`src/hdl/lmec_pkg.sv`:
```
// Package for the logistic map exponent color block.
// Widths, register indexes and fixed-point constants; no dependencies.
package lmec_pkg;

    localparam int MAX_PATTERN = 64;
    localparam int COUNT_BITS  = 16;
    localparam int IDX_W       = $clog2(MAX_PATTERN);
    localparam int LEN_W       = 7;
    localparam int RATE_W      = 31;
    localparam int X_W         = 32;
    localparam int EXP_W       = 32;
    localparam int COLOR_W     = 8;
    localparam int DATA_W      = 64;
    localparam int REG_IDX_W   = 2;

    // shared multiplier
    localparam int MUL_A_W = 34;
    localparam int MUL_B_W = 33;
    localparam int PROD_W  = 64;

    // log and accumulate
    localparam int FRAC_STEPS = 28;
    localparam int STEP_W     = 5;
    localparam int SUM_W      = 48;
    localparam int MAG_W      = SUM_W - 1;
    localparam logic [29:0] LN2_Q30 = 30'd744261118;

    // register indexes
    localparam logic [REG_IDX_W-1:0] REG_PATTERN_BITS    = 2'd0;
    localparam logic [REG_IDX_W-1:0] REG_PATTERN_LENGTH  = 2'd1;
    localparam logic [REG_IDX_W-1:0] REG_ITERATION_COUNT = 2'd2;
    localparam logic [REG_IDX_W-1:0] REG_START_VALUE     = 2'd3;

    // reset values
    localparam logic [63:0]         RST_PATTERN_BITS = 64'd2;
    localparam logic [LEN_W-1:0]    RST_PATTERN_LEN  = 7'd2;
    localparam logic [COUNT_BITS-1:0] RST_ITER_COUNT = 16'd1024;
    localparam logic [X_W-1:0]      RST_START_VALUE  = 32'h8000_0000;

    localparam logic signed [EXP_W-1:0] EXP_MIN = 32'sh8000_0000;
    localparam logic signed [EXP_W-1:0] EXP_MAX = 32'sh7FFF_FFFF;

    typedef logic [COLOR_W-1:0] color_t;

endpackage

```
`src/hdl/lmec_if.sv`:
```
// Valid/ready channel interfaces for pixel items and color result items.
// Depends on lmec_pkg.
interface lmec_in_if
    import lmec_pkg::*;
();
    logic              valid;
    logic              ready;
    logic [RATE_W-1:0] rate_a;
    logic [RATE_W-1:0] rate_b;

    modport source (output valid, output rate_a, output rate_b, input ready);
    modport sink   (input valid, input rate_a, input rate_b, output ready);
endinterface

interface lmec_out_if
    import lmec_pkg::*;
();
    logic                    valid;
    logic                    ready;
    logic signed [EXP_W-1:0] exponent;
    color_t                  red;
    color_t                  green;
    color_t                  blue;
    logic                    log_saturated;

    modport source (output valid, output exponent, output red, output green,
                    output blue, output log_saturated, input ready);
    modport sink   (input valid, input exponent, input red, input green,
                    input blue, input log_saturated, output ready);
endinterface

```
`src/hdl/logistic_map_exponent_color.sv`:
```
// Top level: sequencer around one shared multiplier, divider and color ramp.
// Depends on lmec_pkg, lmec_if, lmec_mul, lmec_div, lmec_ramp.
//
//  channel | direction | payload                                   | handshake
//  pixel   | in        | rate_a, rate_b                            | valid/ready
//  color   | out       | exponent, red, green, blue, log_saturated | valid/ready
//  write   | in        | write_index, write_data                   | write_enable
//
// One item at a time. An item is accepted and the first map computed; each term
// then needs the check and derivative, normalization, 28 squarings, the ln
// scaling and the next map, all on the one multiplier. A final check, the mean
// in the divider, color and output follow. A zero count or a saturated log
// skips the divider.
// Reset clears the sequencer and loads the register reset values.
// A result waits in the output register until taken; pixel ready stays low.
module logistic_map_exponent_color
    import lmec_pkg::*;
(
    input  logic                 clk,
    input  logic                 rst_n,
    lmec_in_if.sink              pixel,
    lmec_out_if.source           color,
    input  logic                 write_enable,
    input  logic [REG_IDX_W-1:0] write_index,
    input  logic [DATA_W-1:0]    write_data
);
    localparam logic [3:0] S_IDLE  = 4'd0;
    localparam logic [3:0] S_MAP1  = 4'd1;
    localparam logic [3:0] S_MAP2  = 4'd2;
    localparam logic [3:0] S_MAP3  = 4'd3;
    localparam logic [3:0] S_CHECK = 4'd4;
    localparam logic [3:0] S_DER   = 4'd5;
    localparam logic [3:0] S_NORM  = 4'd6;
    localparam logic [3:0] S_SQ1   = 4'd7;
    localparam logic [3:0] S_SQ2   = 4'd8;
    localparam logic [3:0] S_LN1   = 4'd9;
    localparam logic [3:0] S_LN2   = 4'd10;
    localparam logic [3:0] S_FIN   = 4'd11;
    localparam logic [3:0] S_DIV   = 4'd12;
    localparam logic [3:0] S_COLOR = 4'd13;
    localparam logic [3:0] S_OUT   = 4'd14;

    // configuration registers
    logic [63:0]           cfg_pat_reg;
    logic [LEN_W-1:0]      cfg_len_reg;
    logic [COUNT_BITS-1:0] cfg_cnt_reg;
    logic [X_W-1:0]        cfg_x0_reg;

    always_ff @(posedge clk or negedge rst_n)
    begin
        if (!rst_n)
        begin
            cfg_pat_reg <= RST_PATTERN_BITS;
            cfg_len_reg <= RST_PATTERN_LEN;
            cfg_cnt_reg <= RST_ITER_COUNT;
            cfg_x0_reg  <= RST_START_VALUE;
        end
        else if (write_enable)
        begin
            unique case (write_index)
                REG_PATTERN_BITS:    cfg_pat_reg <= write_data;
                REG_PATTERN_LENGTH:  cfg_len_reg <= write_data[LEN_W-1:0];
                REG_ITERATION_COUNT: cfg_cnt_reg <= write_data[COUNT_BITS-1:0];
                REG_START_VALUE:     cfg_x0_reg  <= write_data[X_W-1:0];
                default:             cfg_pat_reg <= cfg_pat_reg;
            endcase
        end
    end

    // datapath registers
    logic [3:0]              state_reg, state_next;
    logic [RATE_W-1:0]       ra_reg, rb_reg, r_reg;
    logic [63:0]             pat_reg;
    logic [LEN_W-1:0]        len_reg;
    logic [COUNT_BITS-1:0]   lim_reg, n_reg;
    logic [IDX_W-1:0]        idx_reg;
    logic [X_W-1:0]          x_reg;
    logic signed [SUM_W-1:0] sum_reg;
    logic                    sat_reg;
    logic [63:0]             v_reg;
    logic [5:0]              k_reg;
    logic [31:0]             m_reg;
    logic [FRAC_STEPS-1:0]   frac_reg;
    logic [STEP_W-1:0]       step_reg;
    logic                    lneg_reg;
    logic signed [EXP_W-1:0] mean_reg;
    logic signed [EXP_W-1:0] exp_out_reg;
    color_t                  red_reg, green_reg, blue_reg;
    logic                    lsat_reg;

    logic                    accept;
    logic [LEN_W-1:0]        len_clamp;
    logic [MUL_A_W-1:0]      mul_a;
    logic [MUL_B_W-1:0]      mul_b;
    logic [PROD_W-1:0]       prod;
    logic [32:0]             ax;
    logic [7:0]              kd;
    logic signed [35:0]      lval;
    logic [35:0]             mag;
    logic [64:0]             rounded;
    logic [29:0]             term;
    logic [LEN_W-1:0]        idx_inc;
    logic [IDX_W-1:0]        nidx;
    logic                    div_start, div_done;
    logic [MAG_W-1:0]        smag, quo;
    logic                    sneg;
    color_t                  ramp_r, ramp_g, ramp_b;

    assign accept = pixel.valid && pixel.ready;
    assign pixel.ready = (state_reg == S_IDLE);

    always_comb
    begin
        if (cfg_len_reg == '0)
            len_clamp = LEN_W'(1);
        else if (cfg_len_reg > LEN_W'(MAX_PATTERN))
            len_clamp = LEN_W'(MAX_PATTERN);
        else
            len_clamp = cfg_len_reg;
    end

    // |1-2x| in Q1.32
    assign ax = x_reg[31] ? {1'b0, x_reg[30:0], 1'b0}
                          : (33'h1_0000_0000 - {x_reg, 1'b0});

    // signed Q.28 log2 and its magnitude
    assign kd      = {2'b00, k_reg} - 8'd60;
    assign lval    = $signed({kd, frac_reg});
    assign mag     = lval[35] ? 36'(-lval) : 36'(lval);
    assign rounded = {1'b0, prod} + 65'h2_0000_0000;
    assign term    = rounded[63:34];

    assign idx_inc = {1'b0, idx_reg} + 1'b1;
    assign nidx    = (idx_inc >= len_reg) ? '0 : idx_inc[IDX_W-1:0];

    assign sneg = sum_reg[SUM_W-1];
    assign smag = sneg ? MAG_W'(-sum_reg) : sum_reg[MAG_W-1:0];
    assign div_start = (state_reg == S_FIN) && !sat_reg && (lim_reg != '0);

    // multiplier operand select
    always_comb
    begin
        mul_a = '0;
        mul_b = '0;
        case (state_reg)
            S_MAP1:
            begin
                mul_a = {2'b00, x_reg};
                mul_b = 33'h1_0000_0000 - {1'b0, x_reg};
            end
            S_MAP2:
            begin
                mul_a = {3'b000, r_reg};
                mul_b = {2'b00, prod[62:32]};
            end
            S_CHECK:
            begin
                mul_a = {3'b000, r_reg};
                mul_b = ax;
            end
            S_SQ1:
            begin
                mul_a = {2'b00, m_reg};
                mul_b = {1'b0, m_reg};
            end
            S_LN1:
            begin
                mul_a = mag[MUL_A_W-1:0];
                mul_b = {3'b000, LN2_Q30};
            end
            default:
            begin
                mul_a = '0;
                mul_b = '0;
            end
        endcase
    end

    lmec_mul u_mul (
        .clk  (clk),
        .a    (mul_a),
        .b    (mul_b),
        .prod (prod)
    );

    lmec_div u_div (
        .clk      (clk),
        .rst_n    (rst_n),
        .start    (div_start),
        .dividend (smag),
        .divisor  (lim_reg),
        .done     (div_done),
        .quotient (quo)
    );

    lmec_ramp u_ramp (
        .e     (mean_reg),
        .red   (ramp_r),
        .green (ramp_g),
        .blue  (ramp_b)
    );

    // sequencer
    always_comb
    begin
        state_next = state_reg;
        unique case (state_reg)
            S_IDLE:  if (accept) state_next = S_MAP1;
            S_MAP1:  state_next = S_MAP2;
            S_MAP2:  state_next = S_MAP3;
            S_MAP3:  state_next = S_CHECK;
            S_CHECK: state_next = (n_reg == lim_reg) ? S_FIN : S_DER;
            S_DER:   state_next = (prod == '0) ? S_FIN : S_NORM;
            S_NORM:  if (v_reg[63]) state_next = S_SQ1;
            S_SQ1:   state_next = S_SQ2;
            S_SQ2:   state_next = (step_reg == STEP_W'(FRAC_STEPS - 1)) ? S_LN1 : S_SQ1;
            S_LN1:   state_next = S_LN2;
            S_LN2:   state_next = S_MAP1;
            S_FIN:   state_next = div_start ? S_DIV : S_COLOR;
            S_DIV:   if (div_done) state_next = S_COLOR;
            S_COLOR: state_next = S_OUT;
            S_OUT:   if (color.ready) state_next = S_IDLE;
            default: state_next = S_IDLE;
        endcase
    end

    always_ff @(posedge clk or negedge rst_n)
    begin
        if (!rst_n)
            state_reg <= S_IDLE;
        else
            state_reg <= state_next;
    end

    // datapath updates
    always_ff @(posedge clk)
    begin
        case (state_reg)
            S_IDLE:
            begin
                ra_reg   <= pixel.rate_a;
                rb_reg   <= pixel.rate_b;
                r_reg    <= cfg_pat_reg[0] ? pixel.rate_b : pixel.rate_a;
                pat_reg  <= cfg_pat_reg;
                len_reg  <= len_clamp;
                lim_reg  <= cfg_cnt_reg;
                x_reg    <= cfg_x0_reg;
                idx_reg  <= '0;
                n_reg    <= '0;
                sum_reg  <= '0;
                sat_reg  <= 1'b0;
                mean_reg <= '0;
            end
            S_MAP3:
            begin
                x_reg <= (prod[63:60] != 4'd0) ? 32'hFFFF_FFFF : prod[59:28];
            end
            S_DER:
            begin
                v_reg <= prod;
                k_reg <= 6'd63;
                if (prod == '0)
                    sat_reg <= 1'b1;
            end
            S_NORM:
            begin
                if (v_reg[63])
                begin
                    m_reg    <= v_reg[63:32];
                    frac_reg <= '0;
                    step_reg <= '0;
                end
                else if (v_reg[63:56] == 8'd0)
                begin
                    v_reg <= {v_reg[55:0], 8'd0};
                    k_reg <= k_reg - 6'd8;
                end
                else
                begin
                    v_reg <= {v_reg[62:0], 1'b0};
                    k_reg <= k_reg - 6'd1;
                end
            end
            S_SQ2:
            begin
                // square >> 31; renormalize when it reaches two
                if (prod[63])
                begin
                    m_reg    <= prod[63:32];
                    frac_reg <= {frac_reg[FRAC_STEPS-2:0], 1'b1};
                end
                else
                begin
                    m_reg    <= prod[62:31];
                    frac_reg <= {frac_reg[FRAC_STEPS-2:0], 1'b0};
                end
                step_reg <= step_reg + 1'b1;
            end
            S_LN1:
            begin
                lneg_reg <= lval[35];
            end
            S_LN2:
            begin
                sum_reg <= lneg_reg ? (sum_reg - SUM_W'(term)) : (sum_reg + SUM_W'(term));
                n_reg   <= n_reg + 1'b1;
                idx_reg <= nidx;
                r_reg   <= pat_reg[nidx] ? rb_reg : ra_reg;
            end
            S_FIN:
            begin
                if (sat_reg)
                    mean_reg <= EXP_MIN;
            end
            S_DIV:
            begin
                // clamp the truncated quotient to 32 bits
                if (div_done)
                begin
                    if (!sneg && quo > MAG_W'(EXP_MAX))
                        mean_reg <= EXP_MAX;
                    else if (sneg && quo > MAG_W'(33'h1_0000_0000 >> 1))
                        mean_reg <= EXP_MIN;
                    else if (sneg)
                        mean_reg <= EXP_W'(-quo);
                    else
                        mean_reg <= quo[EXP_W-1:0];
                end
            end
            S_COLOR:
            begin
                exp_out_reg <= mean_reg;
                red_reg     <= ramp_r;
                green_reg   <= ramp_g;
                blue_reg    <= ramp_b;
                lsat_reg    <= sat_reg;
            end
            default:
            begin
                x_reg <= x_reg;
            end
        endcase
    end

    assign color.valid         = (state_reg == S_OUT);
    assign color.exponent      = exp_out_reg;
    assign color.red           = red_reg;
    assign color.green         = green_reg;
    assign color.blue          = blue_reg;
    assign color.log_saturated = lsat_reg;
endmodule

```
`src/hdl/lmec_mul.sv`:
```
// Shared unsigned multiplier with registered product.
// Depends on lmec_pkg.
module lmec_mul
    import lmec_pkg::*;
(
    input  logic               clk,
    input  logic [MUL_A_W-1:0] a,
    input  logic [MUL_B_W-1:0] b,
    output logic [PROD_W-1:0]  prod
);
    logic [MUL_A_W+MUL_B_W-1:0] full;
    logic [PROD_W-1:0]          prod_reg;

    assign full = a * b;

    // every operand pair used keeps its product within 64 bits
    always_ff @(posedge clk)
    begin
        prod_reg <= full[PROD_W-1:0];
    end

    assign prod = prod_reg;
endmodule

```
`src/hdl/lmec_div.sv`:
```
// Restoring divider, one quotient bit per cycle, for the mean.
// Depends on lmec_pkg.
module lmec_div
    import lmec_pkg::*;
(
    input  logic                  clk,
    input  logic                  rst_n,
    input  logic                  start,
    input  logic [MAG_W-1:0]      dividend,
    input  logic [COUNT_BITS-1:0] divisor,
    output logic                  done,
    output logic [MAG_W-1:0]      quotient
);
    localparam int CNT_W = $clog2(MAG_W + 1);

    logic                  busy_reg;
    logic                  done_reg;
    logic [CNT_W-1:0]      cnt_reg;
    logic [COUNT_BITS:0]   rem_reg;
    logic [MAG_W-1:0]      quo_reg;
    logic [COUNT_BITS:0]   trial;
    logic                  fits;

    assign trial = {rem_reg[COUNT_BITS-1:0], quo_reg[MAG_W-1]};
    assign fits  = trial >= {1'b0, divisor};

    // control
    always_ff @(posedge clk or negedge rst_n)
    begin
        if (!rst_n)
        begin
            busy_reg <= 1'b0;
            done_reg <= 1'b0;
            cnt_reg  <= '0;
        end
        else
        begin
            done_reg <= 1'b0;
            if (start)
            begin
                busy_reg <= 1'b1;
                cnt_reg  <= CNT_W'(MAG_W);
            end
            else if (busy_reg)
            begin
                cnt_reg <= cnt_reg - 1'b1;
                if (cnt_reg == CNT_W'(1))
                begin
                    busy_reg <= 1'b0;
                    done_reg <= 1'b1;
                end
            end
        end
    end

    // shift and subtract
    always_ff @(posedge clk)
    begin
        if (start)
        begin
            rem_reg <= '0;
            quo_reg <= dividend;
        end
        else if (busy_reg)
        begin
            rem_reg <= fits ? (trial - {1'b0, divisor}) : trial;
            quo_reg <= {quo_reg[MAG_W-2:0], fits};
        end
    end

    assign done     = done_reg;
    assign quotient = quo_reg;
endmodule

```
`src/hdl/lmec_ramp.sv`:
```
// Piecewise-linear color ramp of a Q8.24 exponent.
// Depends on lmec_pkg.
module lmec_ramp
    import lmec_pkg::*;
(
    input  logic signed [EXP_W-1:0] e,
    output color_t                  red,
    output color_t                  green,
    output color_t                  blue
);
    localparam logic signed [33:0] ONE   = 34'sd16777216;
    localparam logic signed [33:0] THREE = 34'sd50331648;

    function automatic logic [33:0] times255(input logic [33:0] t);
        times255 = {t[25:0], 8'b0} - t;
    endfunction

    logic signed [33:0] e34;
    logic [33:0]        t_lo, t_mid, t_hi, t_top;
    logic [33:0]        p_lo, p_mid, p_hi, p_top;

    assign e34   = {{2{e[EXP_W-1]}}, e};
    assign t_lo  = 34'(e34 + THREE);
    assign t_mid = 34'(e34 + ONE);
    assign t_hi  = 34'(e34);
    assign t_top = 34'(e34 - ONE);
    assign p_lo  = times255(t_lo);
    assign p_mid = times255(t_mid);
    assign p_hi  = times255(t_hi);
    assign p_top = times255(t_top);

    // pick the segment
    always_comb
    begin
        red   = '0;
        green = '0;
        blue  = '0;
        if (e34 > -THREE && e34 <= -ONE)
        begin
            red   = p_lo[32:25];
            green = p_lo[32:25];
        end
        else if (e34 > -ONE && e34 <= 34'sd0)
        begin
            red   = 8'hFF;
            green = 8'hFF;
            blue  = p_mid[31:24];
        end
        else if (e34 > 34'sd0 && e34 <= ONE)
        begin
            red   = 8'hFF - p_hi[31:24];
            green = 8'hFF - p_hi[31:24];
            blue  = 8'hFF;
        end
        else if (e34 > ONE && e34 <= THREE)
        begin
            blue  = 8'hFF - p_top[32:25];
        end
    end
endmodule

```
`src/flat_wrapper.sv`:
```
// flat-port wrapper written by rule: the top's interface ports become plain ports
module logistic_map_exponent_color_flat import lmec_pkg::*;
  (clk, rst_n, write_enable, write_index, write_data, pixel_valid, pixel_rate_a, pixel_rate_b, pixel_ready, color_valid, color_exponent, color_red, color_green, color_blue, color_log_saturated, color_ready);
  lmec_in_if pixel_i ();
  lmec_out_if color_i ();
  input  logic clk;
  input  logic rst_n;
  input  logic write_enable;
  input  logic [REG_IDX_W-1:0] write_index;
  input  logic [DATA_W-1:0] write_data;
  input wire logic [$bits(pixel_i.valid)-1:0] pixel_valid;
  input wire logic [$bits(pixel_i.rate_a)-1:0] pixel_rate_a;
  input wire logic [$bits(pixel_i.rate_b)-1:0] pixel_rate_b;
  output wire logic [$bits(pixel_i.ready)-1:0] pixel_ready;
  output wire logic [$bits(color_i.valid)-1:0] color_valid;
  output wire logic [$bits(color_i.exponent)-1:0] color_exponent;
  output wire logic [$bits(color_i.red)-1:0] color_red;
  output wire logic [$bits(color_i.green)-1:0] color_green;
  output wire logic [$bits(color_i.blue)-1:0] color_blue;
  output wire logic [$bits(color_i.log_saturated)-1:0] color_log_saturated;
  input wire logic [$bits(color_i.ready)-1:0] color_ready;
  assign pixel_i.valid = pixel_valid;
  assign pixel_i.rate_a = pixel_rate_a;
  assign pixel_i.rate_b = pixel_rate_b;
  assign pixel_ready = pixel_i.ready;
  assign color_valid = color_i.valid;
  assign color_exponent = color_i.exponent;
  assign color_red = color_i.red;
  assign color_green = color_i.green;
  assign color_blue = color_i.blue;
  assign color_log_saturated = color_i.log_saturated;
  assign color_i.ready = color_ready;
  logistic_map_exponent_color u_core (.clk(clk), .rst_n(rst_n), .pixel(pixel_i), .color(color_i), .write_enable(write_enable), .write_index(write_index), .write_data(write_data));
endmodule
```
`config.mk`:
```
export PLATFORM = sky130hd
export DESIGN_NAME = logistic_map_exponent_color_flat
export DESIGN_NICKNAME = d
export VERILOG_FILES = /design/src/hdl/lmec_pkg.sv /design/src/hdl/lmec_if.sv /design/src/hdl/logistic_map_exponent_color.sv /design/src/hdl/lmec_mul.sv /design/src/hdl/lmec_div.sv /design/src/hdl/lmec_ramp.sv /design/src/flat_wrapper.sv
export SDC_FILE = /design/constraint.sdc
export NUM_CORES = 2
export LEC_CHECK = 0
export BUFFER_PORTS_ARGS = -buffer_cell sky130_fd_sc_hd__buf_2
export CORE_MARGIN = 8
export CORE_UTILIZATION = 40
export DETAILED_ROUTE_END_ITERATION = 12
export REMOVE_ABC_BUFFERS = 1
export SYNTH_ARGS = -nofsm -noshare
export SYNTH_HDL_FRONTEND = slang
export SYNTH_SLANG_ARGS = --single-unit
```
`constraint.sdc`:
```
create_clock -name clk -period 21.2 [get_ports clk]
set_clock_uncertainty 0.15 [all_clocks]
set_input_delay 2.12 -clock clk [delete_from_list [all_inputs] [get_ports clk]]
set_output_delay 2.12 -clock clk [all_outputs]
set_load 0.005 [all_outputs]
```
## Word-level counts from Yosys, hierarchy flattened

Cells that the tools add are included.

- Register bits after elaboration: 758
- Input port bits: 133
- Output and inout bits: 59
- Word-level logic and storage cells: 204

- Add/subtract/negate cells: 25
- $mul: 1
- Order comparisons: 14
- Equality and inequality tests: 27
- Multiplexer cells: 66
- Reductions and logical operators: 36

Operators by type and width:

| operator | count |
|---|---|
| $mux W32 | 8 |
| $pmux W33 S5 | 1 |
| $mux W47 | 3 |
| $pmux W34 S4 | 1 |
| $mux W64 | 2 |
| $pmux W32 S2 | 2 |
| $pmux W64 S2 | 1 |
| $pmux W32 S3 | 1 |
| $pmux W48 S2 | 1 |
| $sub A33 B33 Y33 | 2 |
| $add A64 B34 Y64 const B | 1 |
| $logic_not A64 Y1 | 1 |
| $mul A34 B33 Y64 | 1 |
| $sub A32 B32 Y32 | 2 |
| $mux W31 | 2 |
| $pmux W31 S2 | 1 |
| $pmux W4 S15 | 1 |
| $pmux W28 S2 | 1 |
| $add A48 B30 Y48 | 1 |
| $mux W48 | 1 |
| $mux W8 | 6 |
| $sub A48 B30 Y48 | 1 |
| $gt A47 B31 Y1 const B | 1 |
| $gt A47 B32 Y1 const B | 1 |
| other kinds (67) | 126 |

## Longest topological paths before layout

- Word-level depth: 7
- Mapped depth: 39
- Depth with buffers taken out: 36

## Modules after synthesis

From an unflattened synthesis, not the netlist that was laid out.

- Cell total of the unflattened synthesis: 7970
- Area, all modules: 78440.2 um^2

By module, submodules not included:

| module | times used | cells each | area each (um^2) | seq. area each (um^2) |
|---|---|---|---|---|
| lmec_mul | 1 | 4081 | 36921.7 | 1281.2 |
| logistic_map_exponent_color | 1 | 3139 | 34709.5 | 18337.6 |
| lmec_div | 1 | 354 | 3995.1 | 1931.9 |
| lmec_ramp | 1 | 396 | 2813.9 | 0.0 |

## Least setup slack after synthesis

Ideal clock, no wire load.

- Path kind: register to register
- From: reg u_core.x_reg[2]
- To: reg u_core.u_mul.prod_reg[62] (netlist: u_core.u_mul.prod[62])
- Setup time: 0.072 ns
- Data arrival time: 10.349 ns
- Required time: 20.978 ns
- Path slack: 10.629 ns
- Stages on the path, launching flop included: 34
- Buffers on the path: 1
- Clock period less this slack: 10.571 ns
- Cell sequence: edfxtp_1 nor3_2 nand4_1 or4_1 or3_1 or2_4 or3_4 nor3_1 ha_1 a22oi_1 o21a_1 clkbuf_1 nor2_1 fa_1 fa_1 fa_1 fa_1 fa_1 fa_1 fa_1 inv_1 fa_1 inv_1 ha_1 a21oi_1 o21ai_0 a211o_1 a31oi_1 o21ai_0 or3b_2 a311oi_1 o21ai_0 a311oi_1 xnor2_1

- Longest elaborated chain between the ends: 4
- Elaborated cells on any way between the ends: 6
- Classes of those cells: add/sub: 2; mul: 1; mux: 3

Ends and longest elaborated chain:

| item | RTL line | source |
|---|---|---|
| from (decl) | logistic_map_exponent_color.sv:77 | `logic [X_W-1:0] x_reg;` |
| from (signal assigned) | logistic_map_exponent_color.sv:247 | `x_reg <= cfg_x0_reg;` |
| from (signal assigned) | logistic_map_exponent_color.sv:256 | `x_reg <= (prod[63:60] != 4'd0) ? 32'hFFFF_FFFF : prod[59:28];` |
| from (signal assigned) | logistic_map_exponent_color.sv:340 | `x_reg <= x_reg;` |
| $sub A33 B33 Y33 | logistic_map_exponent_color.sv:124 | `: (33'h1_0000_0000 - {x_reg, 1'b0});` |
| $mux W33 | logistic_map_exponent_color.sv:123 | `assign ax = x_reg[31] ? {1'b0, x_reg[30:0], 1'b0}` |
| $pmux W33 S5 | logistic_map_exponent_color.sv:145 | `case (state_reg)` |
| $mul A34 B33 Y64 (*) | lmec_mul.sv:14 | `assign full = a * b;` |
| named net u_core.u_mul.full[62] | lmec_mul.sv:11 | `logic [MUL_A_W+MUL_B_W-1:0] full;` |
| to (signal assigned) | lmec_mul.sv:19 | `prod_reg <= full[PROD_W-1:0];` |
| to (decl) | lmec_mul.sv:12 | `logic [PROD_W-1:0] prod_reg;` |

The timed path passes the listed nets; every way through them passes the cells marked *.
A chain may end at the register's enable or synchronous reset.

## Final worst setup path

Ends and elaborated chain as after synthesis.

==> results.json <==
{
  "outcome": "completed",
  "leakage_nw": 36.2,
  "design_area_sq_um": 83300,
  "core_sq_um": 192000,
  "ys.flop_type": "edfxtp_1",
  "io_pins": 192,
  "start_kind": "register",
  "crit_top_cell": "fa_1",
  "finalCritPeriodShare_pct": 56.8,
  "ys_seq_elements": 758,
  "synthTopCellsByCount": "inv_1, nand2_1, fa_1",
  "synth-seq-area-share_pct": 27.8,
  "critical_path_class": "register to register",
  "ctsResizeCount": 0,
  "slew_viol_final": 0,
  "syn_inst": 8023,
  "drt-initial-drc-count": 5769,
  "vias": 58900,
  "numPortBuffers": 191,
  "die-area_sq_um": 206000,
  "grt_max_degree": 101,
  "grt_overflow": 0,
  "synth_enable_flop_cells": 547,
  "syn_area_sq_um": 76800,
  "p_per_area_nw_per_um2": 52.6,
  "min-delay-path-class": "register to register",
  "ant_nets": 0,
  "crit_path_top_delay_cell": "o21a_1",
  "final_nets": 9517,
  "drt-total-wl_um": 243000,
  "cts_buffer_depth": 3,
  "peakVddDrop_mv": 0.0621,
  "cts_num_sinks": 758,
  "grt_pass1_vias": 60600,
  "cp_max_fo": 16,
  "grtUsageTotal_pct": 23.3,
  "post_cts_buffers": 0,
  "clk_latency_ps": 700,
  "dr.pass1.iters": 9,
  "die_w_um": 454,
  "cts_tree": "built",
  "layout-drive-gt1-share_pct": 8.71,
  "antenna_found_initial": 7,
  "via_per_inst": 5.56,
  "areaGrowthSynthToFinish_pct": 8.56,
  "rows": 161,
  "hold_violations": 0,
  "relSlewSlack_pct": 15.0,
  "die_h_um": 454,
  "path_buf_inv": 2,
  "layout_min_cycle_time_ps": 12030,
  "endpoint_kind": "register",
  "worst_pin_slew_ps": 1270,
  "yosysWarnings": 0,
  "cts_root_buffer": "clkbuf_16",
  "cp_data_arrival_time_ps": 12490,
  "worst_path_largest_cell_delay_ps": 620,
  "routedWlPerCell_um": 22.9,
  "cts_made_buffers": 78,
  "yosysMostFrequentCell": "inv_1",
  "holdBufCountCts": 0,
  "start_util_pct": 40.1,
  "grt_first_pass_wirelength_um": 370000,
  "dpl.hpwl_um": 183000,
  "gp_congestion": 0.938,
  "cp_top_family": "adder cells",
  "avgSynthCellArea_sq_um": 9.57,
  "clk_pin_slew_ps": 60,
  "clock.fmax_ghz": 0.0831,
  "cp.required_ps": 21660,
  "finalSetupViolCount": 0,
  "rsz0062_at_grt": "false",
  "synth_cell_types": 92,
  "yosys.area.top_type": "fa_1",
  "netlist.area_leader.share_pct": 25.8,
  "cts_htree_levels": 3,
  "ys_async_sr_fraction_pct": 17.3,
  "finalSetupTns_ps": 0,
  "drc": 0,
  "place_area_sq_um": 80700,
  "maxCapViolCount": 0,
  "synth_area_leaders": "fa_1, edfxtp_1, ha_1, inv_1, nand2_1"
}
-- path summary, 6_finish.rpt --
kind                                        start                endpoint  slack, ps  cells after the start
max reg2reg                       u_core.x_reg[2]   u_core.u_mul.prod[62]       9170                     32
min                        u_core.cfg_cnt_reg[11]      u_core.lim_reg[11]        290                      0
min reg2reg                u_core.cfg_cnt_reg[11]      u_core.lim_reg[11]        290                      0
min in group asynchronous                   rst_n  u_core.cfg_pat_reg[32]       1280                      1
max                               u_core.x_reg[2]   u_core.u_mul.prod[62]       9170                     32
max in group asynchronous                   rst_n   u_core.cfg_pat_reg[0]      18220                      2
-- cells in the final DEF, fill, tap and decap left out, types with 32 or more instances in the layout --
cell type	netlist	routed
a211oi_1	64	64
a21o_1	73	73
a21oi_1	310	309
and2_1	86	85
and3_1	63	63
buf_2	13	190
buf_4	8	135
clkbuf_16	0	84
dfrtp_1	127	126
dfxtp_1	80	79
edfxtp_1	547	547
fa_1	989	989
ha_1	379	379
inv_1	1222	1221
mux2_2	123	123
mux2i_1	134	134
nand2_1	1107	1099
nand2b_1	36	35
nand3_1	99	98
nand4_1	59	59
nor2_1	649	644
nor2b_1	59	58
nor3_1	72	69
nor4_1	51	51
o21a_1	40	40
o21ai_0	282	272
o31ai_1	32	32
or3_1	45	45
xnor2_1	255	255
xor2_1	161	161
-- per-layer routing --
metal | wire length [um] | share of wire (%) | vias up | global-route usage, %
li1 | - | - | 26100 | -
met1 | 102000 | 42 | 29800 | 31.6
met2 | 109000 | 45 | 2479 | 36.8
met3 | 19000 | 7.8 | 542 | 4.24
met4 | 12300 | 5.1 | 0 | 9.99
met5 | 0 | 0 | - | 0
-- layout make-up --
| cell class | count | area (sq um) |
|---|---|---|
| Clock inverter | 35 | 400 |
| Timing Repair Buffer | 326 | 1980 |
| Tap cell | 2526 | 3160 |
| Fill cell | 18400 | 108000 |
| Inverter | 1223 | 4600 |
| Multi-Input combinational cell | 5629 | 49700 |
| Clock buffer | 109 | 2240 |
| Antenna cell | 2 | 5.00 |
| Sequential cell | 758 | 21300 |
-- cell families (layout without fill, tap and decap cells) --
group                      after synthesis  count (layout)  synth area share (%)
and+or+nand+nor                       2409            2409                  13.8
buffers and inverters                 1661            1693                  8.22
adders and majority gates             1368            1368                  32.0
AOI/OAI and AO/OA                     1142            1142                  9.65
DFF                                    758             758                  27.8
xor gates and xnor gates               417             417                  4.77
muxes                                  266             266                  3.82
other                                    2              29               0.00978
-- power by group --
group | switching (mW) | internal, mW
registers | 0.164 | 1.73
clock network | 0.636 | 0.788
logic | 0.633 | 0.435
-- through the flow --
stage / hold slack (ps) / instances / power, mW / setup slack, ps / utilization (%)
3_3_place_gp: 274 / 10500 / 2.95 / 9360 / 42.1
2_1_floorplan: 269 / 7610 / 2.57 / 9380 / -
6_report: 290 / 10600 / 4.39 / 9170 / 43.5
4_1_cts: 284 / 10600 / 4.40 / 9190 / 43.5
5_1_grt: 299 / 10600 / 4.58 / 8570 / 43.5
3_5_place_dp: 278 / 10500 / 2.96 / 9250 / 42.1
(Power assumes the default switching activity.)
